<file path="src/hw/rtl/rps_pkg.sv">
// Shared types and codes for the rectangle pair splitter.
// Has no dependencies; rectangle_pair_split uses it by scoped names.
`default_nettype none

package rps_pkg;

  localparam int unsigned COORD_W = 16;

  typedef logic signed [COORD_W-1:0] coord_t;

  typedef struct packed {
    coord_t left;
    coord_t top;
    coord_t right;
    coord_t bottom;
  } rect_t;

  // Outcome of one pair, carried on every result of that pair.
  typedef enum logic [1:0] {
    OUT_NOTHING = 2'd0,
    OUT_REMOVE  = 2'd1,
    OUT_INSERT  = 2'd2
  } outcome_t;

  // Which rectangle a result carries; also the emit sequence index.
  typedef enum logic [1:0] {
    WHICH_FIRST  = 2'd0,
    WHICH_SECOND = 2'd1,
    WHICH_NEW    = 2'd2
  } which_t;

  // Corner containment tests and edge comparisons of one pair.
  typedef struct packed {
    logic a_has_b_tl;     // first holds second's top-left corner
    logic a_has_b_bl;     // first holds second's bottom-left corner
    logic b_has_a_tr;     // second holds first's top-right corner
    logic b_has_a_far;    // second holds first's far corner
    logic a_has_b_far;    // first holds second's far corner
    logic b_crosses_a;    // second crosses first vertically
    logic eq_left;
    logic eq_top;
    logic eq_right;
    logic eq_bottom;
    logic a_bot_lt_b;
    logic a_right_lt_b;
  } flags_t;

endpackage

`default_nettype wire

</file>
<file path="src/hw/rtl/rectangle_pair_split.sv">
// Rectangle pair splitter: compare, decide and emit pipeline.
// Depends on rps_pkg for rectangle, flag and code types.
`default_nettype none

// Usage:
// A pair of rectangles is transferred on the in_ ports at a rising edge where
// start is high and busy is low. Each pair yields one to three results on the
// out_ ports, one per cycle, each marked by a one-cycle out_valid strobe:
// the first rectangle, then the second (unless it is removed), then the new
// piece (only on an insert). out_last_of_run marks the final result of a pair.
// Pipeline: a pair moves through the input register, the compare stage, the
// decision stage and the emitter, whose registers drive the out_ ports.
// Throughput: the emitter puts out one result per cycle, one to three for each
// pair; pairs can be transferred back to back, and busy rises while every
// stage ahead of the emitter is full and it has results left.
// The receiver cannot stall; results are never held back by the output side.
// Reset (rst_n low, synchronous) empties all stages; busy is low afterward.
// There are no configuration registers.
module rectangle_pair_split (
  input  wire                   clk,
  input  wire                   rst_n,
  input  wire                   start,
  output logic                  busy,
  input  wire  rps_pkg::coord_t in_first_left,
  input  wire  rps_pkg::coord_t in_first_top,
  input  wire  rps_pkg::coord_t in_first_right,
  input  wire  rps_pkg::coord_t in_first_bottom,
  input  wire  rps_pkg::coord_t in_second_left,
  input  wire  rps_pkg::coord_t in_second_top,
  input  wire  rps_pkg::coord_t in_second_right,
  input  wire  rps_pkg::coord_t in_second_bottom,
  output logic                  out_valid,
  output logic [1:0]            out_which_rect,
  output rps_pkg::coord_t       out_left,
  output rps_pkg::coord_t       out_top,
  output rps_pkg::coord_t       out_right,
  output rps_pkg::coord_t       out_bottom,
  output logic [1:0]            out_outcome,
  output logic                  out_last_of_run
);

  // Stage valid bits and payloads.
  logic s1_v_r, s2_v_r, s3_v_r, s4_v_r;
  rps_pkg::rect_t s1_a_r, s1_b_r, s2_a_r, s2_b_r;
  rps_pkg::flags_t s2_f_r;
  rps_pkg::rect_t s3_a_r, s3_b_r, s3_n_r;
  rps_pkg::outcome_t s3_oc_r;
  rps_pkg::rect_t s4_a_r, s4_b_r, s4_n_r;
  rps_pkg::outcome_t s4_oc_r;
  rps_pkg::which_t s4_idx_r, s4_idx_nxt;

  logic acc1, acc2, acc3, acc4;
  logic s4_last;
  logic in_xfer;

  // A stage takes new data when it is empty or its content moves on.
  always_comb begin
    acc4 = !s4_v_r || s4_last;
    acc3 = !s3_v_r || acc4;
    acc2 = !s2_v_r || acc3;
    acc1 = !s1_v_r || acc2;
  end

  assign busy    = !acc1;
  assign in_xfer = start && acc1;

  // Stage 1: input register.
  always_ff @(posedge clk) begin
    if (!rst_n) begin
      s1_v_r <= 1'b0;
    end else if (acc1) begin
      s1_v_r <= start;
    end
    if (in_xfer) begin
      s1_a_r <= '{in_first_left, in_first_top, in_first_right, in_first_bottom};
      s1_b_r <= '{in_second_left, in_second_top, in_second_right, in_second_bottom};
    end
  end

  // Stage 2: corner containment and edge comparisons. Far corners sit at
  // right-1 and bottom-1, so x-1 >= l becomes x > l and x-1 < r becomes x <= r.
  rps_pkg::flags_t f_nxt;
  always_comb begin
    rps_pkg::rect_t a;
    rps_pkg::rect_t b;
    a = s1_a_r;
    b = s1_b_r;
    f_nxt.a_has_b_tl  = (a.left <= b.left) && (b.left < a.right) &&
                        (a.top <= b.top) && (b.top < a.bottom);
    f_nxt.a_has_b_bl  = (a.left <= b.left) && (b.left < a.right) &&
                        (a.top < b.bottom) && (b.bottom <= a.bottom);
    f_nxt.b_has_a_tr  = (b.left < a.right) && (a.right <= b.right) &&
                        (b.top <= a.top) && (a.top < b.bottom);
    f_nxt.b_has_a_far = (b.left < a.right) && (a.right <= b.right) &&
                        (b.top < a.bottom) && (a.bottom <= b.bottom);
    f_nxt.a_has_b_far = (a.left < b.right) && (b.right <= a.right) &&
                        (a.top < b.bottom) && (b.bottom <= a.bottom);
    f_nxt.b_crosses_a = (b.left < a.right) && (b.top < a.top) && (b.bottom > a.bottom);
    f_nxt.eq_left      = (b.left == a.left);
    f_nxt.eq_top       = (b.top == a.top);
    f_nxt.eq_right     = (b.right == a.right);
    f_nxt.eq_bottom    = (b.bottom == a.bottom);
    f_nxt.a_bot_lt_b   = (a.bottom < b.bottom);
    f_nxt.a_right_lt_b = (a.right < b.right);
  end

  always_ff @(posedge clk) begin
    if (!rst_n) begin
      s2_v_r <= 1'b0;
    end else if (acc2) begin
      s2_v_r <= s1_v_r;
    end
    if (acc2) begin
      s2_a_r <= s1_a_r;
      s2_b_r <= s1_b_r;
      s2_f_r <= f_nxt;
    end
  end

  // Stage 3: walk the decision tree and rewrite the rectangles.
  rps_pkg::rect_t a_nxt, b_nxt, n_nxt;
  rps_pkg::outcome_t oc_nxt;
  always_comb begin
    rps_pkg::rect_t a;
    rps_pkg::rect_t b;
    rps_pkg::flags_t f;
    a = s2_a_r;
    b = s2_b_r;
    f = s2_f_r;
    a_nxt  = a;
    b_nxt  = b;
    n_nxt  = '0;
    oc_nxt = rps_pkg::OUT_NOTHING;
    if (!f.a_has_b_tl) begin
      if (!f.a_has_b_bl) begin
        if (!f.b_has_a_tr) begin
          if (f.b_crosses_a) begin
            n_nxt        = '{b.left, a.bottom, b.right, b.bottom};
            b_nxt.bottom = a.top;
            oc_nxt       = rps_pkg::OUT_INSERT;
          end
        end else begin
          a_nxt.right = b.left;
        end
      end else if (!f.a_has_b_far) begin
        n_nxt        = '{a.right, a.top, b.right, b.bottom};
        b_nxt.bottom = a.top;
        oc_nxt       = rps_pkg::OUT_INSERT;
      end else begin
        b_nxt.bottom = a.top;
      end
    end else if (f.b_has_a_far) begin
      if (f.eq_left) begin
        if (f.eq_top) begin
          if (f.a_bot_lt_b) begin
            b_nxt.top = a.bottom;
            if (f.a_right_lt_b) begin
              n_nxt  = '{a.right, a.top, b.right, a.bottom};
              oc_nxt = rps_pkg::OUT_INSERT;
            end
          end else if (f.a_right_lt_b) begin
            b_nxt.left = a.right;
          end else begin
            oc_nxt = rps_pkg::OUT_REMOVE;
          end
        end else begin
          a_nxt.bottom = b.top;
        end
      end else if (f.eq_top) begin
        // Equal tops with differing lefts: the first is cut back to the second.
        a_nxt.right = b.left;
      end else begin
        n_nxt        = '{a.left, b.top, b.left, a.bottom};
        a_nxt.bottom = b.top;
        oc_nxt       = rps_pkg::OUT_INSERT;
      end
    end else if (f.a_has_b_far) begin
      oc_nxt = rps_pkg::OUT_REMOVE;
    end else if (f.a_has_b_bl) begin
      if (f.eq_right) begin
        oc_nxt = rps_pkg::OUT_REMOVE;
      end else begin
        b_nxt.left = a.right;
      end
    end else if (f.eq_bottom) begin
      oc_nxt = rps_pkg::OUT_REMOVE;
    end else begin
      b_nxt.top = a.bottom;
    end
  end

  always_ff @(posedge clk) begin
    if (!rst_n) begin
      s3_v_r <= 1'b0;
    end else if (acc3) begin
      s3_v_r <= s2_v_r;
    end
    if (acc3) begin
      s3_a_r  <= a_nxt;
      s3_b_r  <= b_nxt;
      s3_n_r  <= n_nxt;
      s3_oc_r <= oc_nxt;
    end
  end

  // Stage 4: emitter, one result per cycle in first, second, new order.
  always_comb begin
    case (s4_idx_r)
      rps_pkg::WHICH_FIRST:  s4_last = (s4_oc_r == rps_pkg::OUT_REMOVE);
      rps_pkg::WHICH_SECOND: s4_last = (s4_oc_r != rps_pkg::OUT_INSERT);
      default:               s4_last = 1'b1;
    endcase
  end

  always_comb begin
    case (s4_idx_r)
      rps_pkg::WHICH_FIRST: s4_idx_nxt = rps_pkg::WHICH_SECOND;
      default:              s4_idx_nxt = rps_pkg::WHICH_NEW;
    endcase
  end

  always_ff @(posedge clk) begin
    if (!rst_n) begin
      s4_v_r   <= 1'b0;
      s4_idx_r <= rps_pkg::WHICH_FIRST;
    end else if (acc4) begin
      s4_v_r   <= s3_v_r;
      s4_idx_r <= rps_pkg::WHICH_FIRST;
    end else begin
      s4_idx_r <= s4_idx_nxt;
    end
    if (acc4) begin
      s4_a_r  <= s3_a_r;
      s4_b_r  <= s3_b_r;
      s4_n_r  <= s3_n_r;
      s4_oc_r <= s3_oc_r;
    end
  end

  rps_pkg::rect_t out_rect;
  always_comb begin
    case (s4_idx_r)
      rps_pkg::WHICH_FIRST:  out_rect = s4_a_r;
      rps_pkg::WHICH_SECOND: out_rect = s4_b_r;
      default:               out_rect = s4_n_r;
    endcase
  end

  assign out_valid       = s4_v_r;
  assign out_which_rect  = s4_idx_r;
  assign out_left        = out_rect.left;
  assign out_top         = out_rect.top;
  assign out_right       = out_rect.right;
  assign out_bottom      = out_rect.bottom;
  assign out_outcome     = s4_oc_r;
  assign out_last_of_run = s4_last;

`ifndef ASSERT_OFF
  a_remove_single: assert property (@(posedge clk) disable iff (!rst_n)
    out_valid && (out_outcome == rps_pkg::OUT_REMOVE) |->
      out_last_of_run && (out_which_rect == rps_pkg::WHICH_FIRST))
    else $error("removed pair emitted more than the first rectangle");

  a_run_contiguous: assert property (@(posedge clk) disable iff (!rst_n)
    out_valid && !out_last_of_run |=>
      out_valid && (out_which_rect == $past(out_which_rect) + 2'd1) &&
      (out_outcome == $past(out_outcome)))
    else $error("results of one pair are not consecutive");

  a_new_piece: assert property (@(posedge clk) disable iff (!rst_n)
    out_valid && (out_which_rect == rps_pkg::WHICH_NEW) |->
      (out_outcome == rps_pkg::OUT_INSERT) && out_last_of_run)
    else $error("new piece emitted without an insert");

  a_decide_held: assert property (@(posedge clk) disable iff (!rst_n)
    s3_v_r && !acc3 |=> s3_v_r && $stable(s3_a_r) && $stable(s3_oc_r))
    else $error("decision stage lost data while stalled");
`endif

endmodule

`default_nettype wire

</file>
<file path="config.mk">
export PLATFORM = sky130hd
export DESIGN_NAME = rectangle_pair_split
export DESIGN_NICKNAME = d
export VERILOG_FILES = /design/src/hw/rtl/rps_pkg.sv /design/src/hw/rtl/rectangle_pair_split.sv
export SDC_FILE = /design/constraint.sdc
export NUM_CORES = 1
export LEC_CHECK = 0
export BUFFER_PORTS_ARGS = -buffer_cell sky130_fd_sc_hd__buf_2
export CAP_MARGIN = 5
export CORE_ASPECT_RATIO = 0.8
export CORE_UTILIZATION = 52
export CTS_CLUSTER_SIZE = 20
export DETAILED_ROUTE_END_ITERATION = 7
export PLACE_DENSITY_LB_ADDON = 0.05
export SYNTH_ARGS = -nofsm -noshare
export SYNTH_HDL_FRONTEND = slang
export SYNTH_SLANG_ARGS = --single-unit
</file>
<file path="constraint.sdc">
create_clock -name clk -period 18.96 [get_ports clk]
set_clock_uncertainty 0.15 [all_clocks]
set_input_delay 3.792 -clock clk [delete_from_list [all_inputs] [get_ports clk]]
set_output_delay 3.792 -clock clk [all_outputs]
set_load 0.01 [all_outputs]
</file>
* Word-level counts from Yosys, hierarchy flattened
Cells that the tools add are included.
Word-level totals: output and inout port bits 71, logic and storage cells 163, register bits 662
Cells by class: magnitude comparators 15, multiplexer cells 54, reduce and logical (&&, ||, !) cells 27, bitwise gates (word level) 1, equality and inequality tests 7
Operators by type and width (number):
- 2-to-1 mux 64 bit | 11
- 2-to-1 mux 16 bit | 18
- 2-to-1 mux 32 bit | 6
- one-hot mux 64 bit (2 select lines) | 1
- less-or-equal comparator 16 bit | 7
- < comparator 16 bit | 7
- equality test 16 bit | 4
- 2-to-1 mux 2 bit | 14
- > comparator 16 bit | 1
- logical AND 1 bit | 16
- zero test 1 bit | 5
- equality test 2 x 1 -> 1 bit, second input constant | 2
- logical OR 1 bit | 4
- 2-to-1 mux 1 bit | 3
- zero test 2 bit | 1
- inequality test 2 bit, second input constant | 1
- one-hot mux 1 bit (2 select lines) | 1
- OR reduction 2 bit | 1
- inverter 1 bit | 1

* Logic depth before layout (Yosys ltp)
Gate-level depths: netlist of run 1.
word-level depth 7, mapped depth 9

* Least setup slack after synthesis of run 1
No wires, ideal clock.
kind input to register, start input start, end register s1_a_r[0] (netlist bit) (enable), library setup time 631 ps, data arrival time 9340 ps, stages 1, required time 18179 ps, slack 8839 ps, buffers on the path 0, path through nor2b_1
On the way: longest elaborated chain between the ends 1
Ends and longest elaborated chain:
- start: declaration | RTL line rectangle_pair_split.sv:22 | input wire start,
- logical AND 1 bit | RTL line rectangle_pair_split.sv:65 | assign in_xfer = start && acc1;
- end signal: assignment | RTL line rectangle_pair_split.sv:75 | s1_a_r <= '{in_first_left, in_first_top, in_first_right, in_first_bottom};
- end: declaration | RTL line rectangle_pair_split.sv:44 | rps_pkg::rect_t s1_a_r, s1_b_r, s2_a_r, s2_b_r;
Every way passes these cells. A chain may end at the register's enable or synchronous reset.

* Worst setup path in the final report of run 1
start register s4_idx_r[0], in the netlist out_which_rect[0], end output busy
On the way: longest elaborated chain between the ends 7, elaborated cells between the ends (all ways) 8
Ends and longest elaborated chain:
- start: declaration | RTL line rectangle_pair_split.sv:50 | rps_pkg::which_t s4_idx_r, s4_idx_nxt;
- start signal: assignment | RTL line rectangle_pair_split.sv:225 | s4_idx_r <= rps_pkg::WHICH_FIRST;
- start signal: assignment | RTL line rectangle_pair_split.sv:228 | s4_idx_r <= rps_pkg::WHICH_FIRST;
- start signal: assignment | RTL line rectangle_pair_split.sv:230 | s4_idx_r <= s4_idx_nxt;
- equality test 2 x 1 -> 1 bit or zero test 2 bit (tied branches) | RTL line rectangle_pair_split.sv:208 | case (s4_idx_r)
- one-hot mux 1 bit (2 select lines) * | RTL line rectangle_pair_split.sv:208
- logical OR 1 bit * | RTL line rectangle_pair_split.sv:58 | acc4 = !s4_v_r || s4_last;
- logical OR 1 bit * | RTL line rectangle_pair_split.sv:59 | acc3 = !s3_v_r || acc4;
- logical OR 1 bit * | RTL line rectangle_pair_split.sv:60 | acc2 = !s2_v_r || acc3;
- logical OR 1 bit * | RTL line rectangle_pair_split.sv:61 | acc1 = !s1_v_r || acc2;
- zero test 1 bit * | RTL line rectangle_pair_split.sv:64 | assign busy = !acc1;
- end: declaration | RTL line rectangle_pair_split.sv:23 | output logic busy,
Mark *: on every way between the ends. The rest lies on a longest branch, timed or not.

==> metrics.yaml, run 1 <==
worst_hold_path:
  min_path_type: "reg -> reg"
setup_path:
  path_buf_inv: 1
  critPathLaunchType: "flop"
  cp_cell_sequence: "maj3_1 -> nor3_1 -> and3_1 -> buf_2"
  crit_arrival_ps: 2990
  cp_top_family: "simple AND/OR/NAND/NOR gates"
  cp_slowest_cell: "nor3_1"
  critPathMaxFanout: 29
  cp-end-kind: "output pin"
  criticalPathCategory: "reg -> out"
  cp.required_ps: 15020
  cpPeakStageDelay_ps: 840
clock_tree:
  cts-htree-levels: 2
  clkTransAtPathRegs_ps: 70
  clk-insertion-delay-late_ps: 630
  holdBufCountCts: 0
  cts_buffers: 61
  cts_tree: "done"
  clk_path_buf_depth: 3
  cts_resized: 0
  clock-root-buffer: "clkbuf_16"
  cts_setup_buffers: 0
  numClockSinks: 662
die:
  row_count: 73
  initial_core_util_pct: 53.1
  io_pins: 202
  dieArea_sq_mm: 0.0521
  core_sq_mm: 0.0501
  die_x_microns: 255
  die_y_microns: 204
synth:
  synth_fp_nets: 1857
  yosysWarnings: 0
  synthSimpleGateAreaFrac_pct: 3.55
  syn_area_per_cell_sq_um: 16.6
  synth_xor_area_share_pct: 0
  synth_edf_count: 656
  syn-instance-count: 1602
  ys_async_sr_fraction_pct: 0
  synth_cell_type_count: 63
  synth_top_family_by_area: "compound AO/OA/AOI/OAI gates"
  synth_compound_area_share_pct: 7.23
  yosys.area_share.adder_pct: 5.86
  synth_ff_type: "edfxtp_1"
  ys_ff_latch: 662
  syn-cell-area_sq_mm: 0.0266
  synth.area.mux_share_pct: 6.64
  seq_area_frac_synth_pct: 74.4
final_layout:
  layout-drive-gt1-share_pct: 22.6
  stdcell_count: 2559
  layout_common_cells: "edfxtp_1, buf_2, ha_1"
  final_common_cell: "edfxtp_1"
  area_delta_synth_final_pct: 14.7
  antenna_cells: 0
  nNetsFinal: 2088
drt:
  vias: 14600
  antenna_left: 0
  wl_per_cell_microns: 24.2
  drc: 0
  avgViaCountPerCell: 5.71
  drtIter0Drc: 1509
  first_pass_iters: 5
  routed_wl_microns: 61900
sta:
  setup_viol_count_final: 0
  slew_headroom_pct: 23.0
  tns_ps: 0
  min_period_over_period_pct: 36.5
  period_needed_ps: 6930
  rsz0062_at_grt: "false"
  fmax_ghz: 0.144
  drv_slew: 0
  tightestPinTransition_ps: 1160
  worst_slack_ps: 12030
  final_hold_viol_count: 0
placement:
  dpl.hpwl_microns: 42000
  io_buffer_count: 201
  dpl_worst_slack_ps: 12690
  dp_cells: 2445
  place.gp.congestion: 0.875
global_routing:
  antenna_found_initial: 1
  grt_pass1_wl_microns: 89900
  overflow: 0
  grt_pass1_vias: 13791
  grt_max_degree: 115
  gr-usage-all-layers_pct: 24.2
power_and_ir_drop:
  power.density_mw_per_mm2: 106
  leakage_nw: 11.8
  irDropWorstVdd_mv: 0.0713
flow_run:
  drv_cap: 0
outcome:
  outcome: "complete, no violations"
## where the power goes
part,switching (mW),leakage [nW],internal (mW)
sequential,0.0585,7.09,1.73
clock,0.536,0.986,0.724
combinational,0.114,3.73,0.0810
## kinds of logic after synthesis
| group | count (synthesis) |
|---|---|
| multiplexers | 166 |
| adder cells (fa/ha/maj) | 125 |
| AND/OR/NAND/NOR | 197 |
| buffers and inverters | 160 |
| flip-flops | 662 |
| AO/OA/AOI/OAI | 292 |
## registers in the layout, summed over array words and instances (netlist names), 12 cells and up
register and count:
s2_f_r 12, s4_a_r 64, s4_n_r 64, s3_n_r 64
a_nxt 32, s2_b_r 48, s2_a_r 32, s3_a_r 64
s3_b_r 64, b_nxt 16, s4_b_r 64, s1_a_r 64
s1_b_r 64
## layer usage
metal  vias to the layer above  wire length (microns)  track usage (%)
met5                         -                      0                0
met4                         0                   1160             6.05
met3                        79                   5140             3.50
met2                       598                  25600             33.4
met1                      7220                  30000             39.8
li1                       6703                      -                -
## cells in the mapped netlist, drive strengths merged (2+ instances only)
master	number	area [sq um]
o21ai	85	433
nand4	19	131
a2111oi	3	38.8
nor2b	8	50.1
ha	124	1550
mux2	85	957
nor4	5	37.5
dfxtp	6	120
a31oi	2	12.5
o21a	4	30.0
a21oi	45	225
or2	3	18.8
o211ai	6	45.0
or4	2	18.8
o22ai	32	200
nand2b	6	37.5
a41oi	2	17.5
buf	17	85.1
a311oi	2	17.5
nand3	5	25.0
o311ai	2	17.5
o31ai	3	27.5
nor3	13	65.1
a22oi	48	360
mux2i	81	811
a22o	32	280
nor2	28	115
and4	2	17.5
edfxtp	656	19700
a211oi	8	65.1
a21o	7	52.6
inv	107	402
clkbuf	36	135
nor3b	3	22.5
nand2	97	364
and3	2	12.5
## cell type report
cell class	instances	area, sq um
flip-flops and latches	662	19800
fillers	3752	19600
multi-input cells	780	6240
clock buffers	69	1580
repair buffers	221	1160
well taps	675	845
clock inverters	45	498
inverters	107	407
## per-stage QoR
step / cell area, sq um / utilization, % / hold slack, ps / total power, mW
2_1_floorplan: 26600 / - / 250 / 1.91
3_3_place_gp: 28500 / 56.8 / 251 / 2.00
3_5_place_dp: 28500 / 56.8 / 255 / 2.01
4_1_cts: 30500 / 60.9 / 248 / 3.26
5_1_grt: 30500 / 60.9 / 258 / 3.35
6_report: 30500 / 60.9 / 250 / 3.24
## worst paths after layout
check	startpoint	to	slack [ps]	cells past startpoint
hold / removal	s3_b_r[53]	s4_b_r[53]	250	0
setup reg to reg	out_which_rect[1]	s4_b_r[20]	15050	4
hold reg to reg	s3_b_r[53]	s4_b_r[53]	250	0
setup / recovery	out_which_rect[0]	busy	12030	4
Note: power is estimated with default switching activity, not from simulation.
==> run 2: changes to the inputs <==
clock period = 7.2 ns   (was 18.96 ns; I/O delays follow)
==> metrics.yaml, run 2 (synthesis gave the netlist of run 1 again) <==
final_layout:
  layout-drive-gt1-share_pct: 22.5  # was 22.6%
  layout_common_cells: "edfxtp_1, buf_2, ha_1"  # unchanged
  fillers: 3689  # was 3,752
  fin_area_sq_mm: 0.0306  # was 0.0305 sq mm
  antenna_cells: 0  # unchanged
  final_common_cell: "edfxtp_1"  # unchanged
  multiInputGateArea_sq_mm: 0.00623  # was 0.00624 sq mm
  ff_latch_area_sq_mm: 0.0198  # unchanged
  area_delta_synth_final_pct: 14.8  # was 14.7%
  nNetsFinal: 2087  # was 2,088
power_and_ir_drop:
  pwr-share-clk_pct: 39.5  # was 38.9%
  intPower_mw: 6.78  # was 2.53 mW
  p_seq_share_pct: 54.5  # was 55.1%
  p_sw_share_pct: 21.3  # was 21.9%
  p_switching_mw: 1.84  # was 0.709 mW
  pwr-share-comb_pct: 6.0  # about the same
  leakage_nw: 11.9  # was 11.8 nW
  power.density_mw_per_mm2: 282  # was 106 mW/mm^2
  irDropWorstVdd_mv: 0.182  # was 0.0713 mV
placement:
  io_buffer_count: 201  # unchanged
  place.gp.congestion: 0.879  # was 0.875
  placed_area_sq_mm: 0.0285  # about the same
  dpl.hpwl_microns: 41200  # was 42,000 microns
die:
  die_x_microns: 255  # unchanged
  io_pins: 202  # unchanged
  dieArea_sq_mm: 0.0521  # unchanged
  die_y_microns: 204  # unchanged
  row_count: 73  # unchanged
  initial_core_util_pct: 53.1  # unchanged
  core_sq_mm: 0.0501  # unchanged
setup_path:
  critPathLaunchType: "flop"  # unchanged
  path_buf_inv: 1  # unchanged
  critPathMaxFanout: 42  # was 29
  cp_cell_sequence: "maj3_1 -> nor3_1 -> and3_1 -> buf_2"  # unchanged
  cp.required_ps: 5610  # was 15,020 ps
  cp_slowest_cell: "nor3_1"  # unchanged
  cp_top_family: "simple AND/OR/NAND/NOR gates"  # unchanged
  crit_arrival_ps: 3060  # was 2990 ps
  criticalPathCategory: "reg -> out"  # unchanged
  cpPeakStageDelay_ps: 800  # was 840 ps
  cp-end-kind: "output pin"  # unchanged
global_routing:
  grt_pass1_wl_microns: 87800  # was 89,900 microns
  overflow: 0  # unchanged
  grt_pass1_vias: 13941  # was 13,791
  gr-usage-all-layers_pct: 23.4  # was 24.2%
  grt_max_degree: 129  # was 115
  antenna_found_initial: 1  # unchanged
clock_tree:
  cts_tree: "done"  # unchanged
  clk-insertion-delay-late_ps: 630  # about the same
  clkTransAtPathRegs_ps: 60  # was 70 ps
  clock-root-buffer: "clkbuf_16"  # unchanged
  cts_resized: 0  # unchanged
  numClockSinks: 662  # unchanged
  cts-htree-levels: 2  # unchanged
  holdBufCountCts: 0  # unchanged
  cts_buffers: 61  # unchanged
  cts_setup_buffers: 0  # unchanged
  clk_path_buf_depth: 3  # unchanged
drt:
  vias: 14398  # was 14,600
  drtIter0Drc: 1319  # was 1,509
  routed_wl_microns: 60400  # was 61,900 microns
  drc: 0  # unchanged
  wl_per_cell_microns: 23.6  # was 24.2 microns
  avgViaCountPerCell: 5.64  # was 5.71
  antenna_left: 0  # unchanged
  first_pass_iters: 5  # unchanged
sta:
  tightestPinTransition_ps: 1170  # was 1160 ps
  tns_ps: 0  # unchanged
  setup_viol_count_final: 0  # unchanged
  slew_headroom_pct: 21.9  # was 23.0%
  fmax_ghz: 0.215
  final_hold_viol_count: 0  # unchanged
  drv_slew: 0  # unchanged
  min_period_over_period_pct: 64.5
  rsz0062_at_grt: "false"  # unchanged
  period_needed_ps: 4650
outcome:
  outcome: "complete, no violations"  # unchanged
flow_run:
  drv_cap: 0  # unchanged
worst_hold_path:
  min_path_type: "reg -> reg"  # unchanged
==> run 2: final cells by class <==
cell class                      instances  area share (%)
Sequential cell                       662            64.8
Multi-Input combinational cell        780            20.4
Timing Repair Buffer                  220            3.80
Inverter                              107            1.33
Tap cell                              675            2.76
Clock buffer                           82            5.62
Clock inverter                         29            1.31
==> run 2: path summary, 6_finish.rpt <==
kind / startpoint / slack, ps / cells past startpoint / to
setup reg to reg: out_which_rect[1] / 2990 / 4 / s3_a_r[19]
hold reg to reg: s3_b_r[20] / 260 / 0 / s4_b_r[20]
hold / removal: s3_b_r[20] / 260 / 0 / s4_b_r[20]
setup / recovery: out_which_rect[0] / 2550 / 4 / busy
==> run 2: stage by stage <==
stage	worst slack, ps	util, %	power [mW]	cells	hold WS, ps
floorplan	1340	-	5.02	1602	250
global placement	3020	56.8	5.27	2444	250
detailed placement	2930	56.8	5.29	2444	255
CTS	2520	61.0	8.66	2555	265
global route	2420	61.0	8.88	2555	269
finish	2550	61.0	8.62	2555	262
==> run 2: power groups by stage <==
| stage | sequential (mW) | combinational, mW | clock [mW] |
|---|---|---|---|
| after global placement | 4.77 | 0.501 | 0 |
| final | 4.70 | 0.513 | 3.41 |
| after global routing | 4.72 | 0.565 | 3.60 |
| after detailed placement | 4.78 | 0.512 | 0 |
| after floorplan | 4.71 | 0.315 | 0 |
| after CTS | 4.69 | 0.515 | 3.45 |
==> run 2: metal layers <==
layer	vias to the layer above	global-route usage (%)	wire [microns]	part of all wire, %
li1	6692	-	-	-
met1	7128	37.3	28700	48
met2	507	32.9	25600	42
met3	69	4.71	5090	8.4
met4	2	5.45	878	1.5
met5	-	1.24	84	0.14
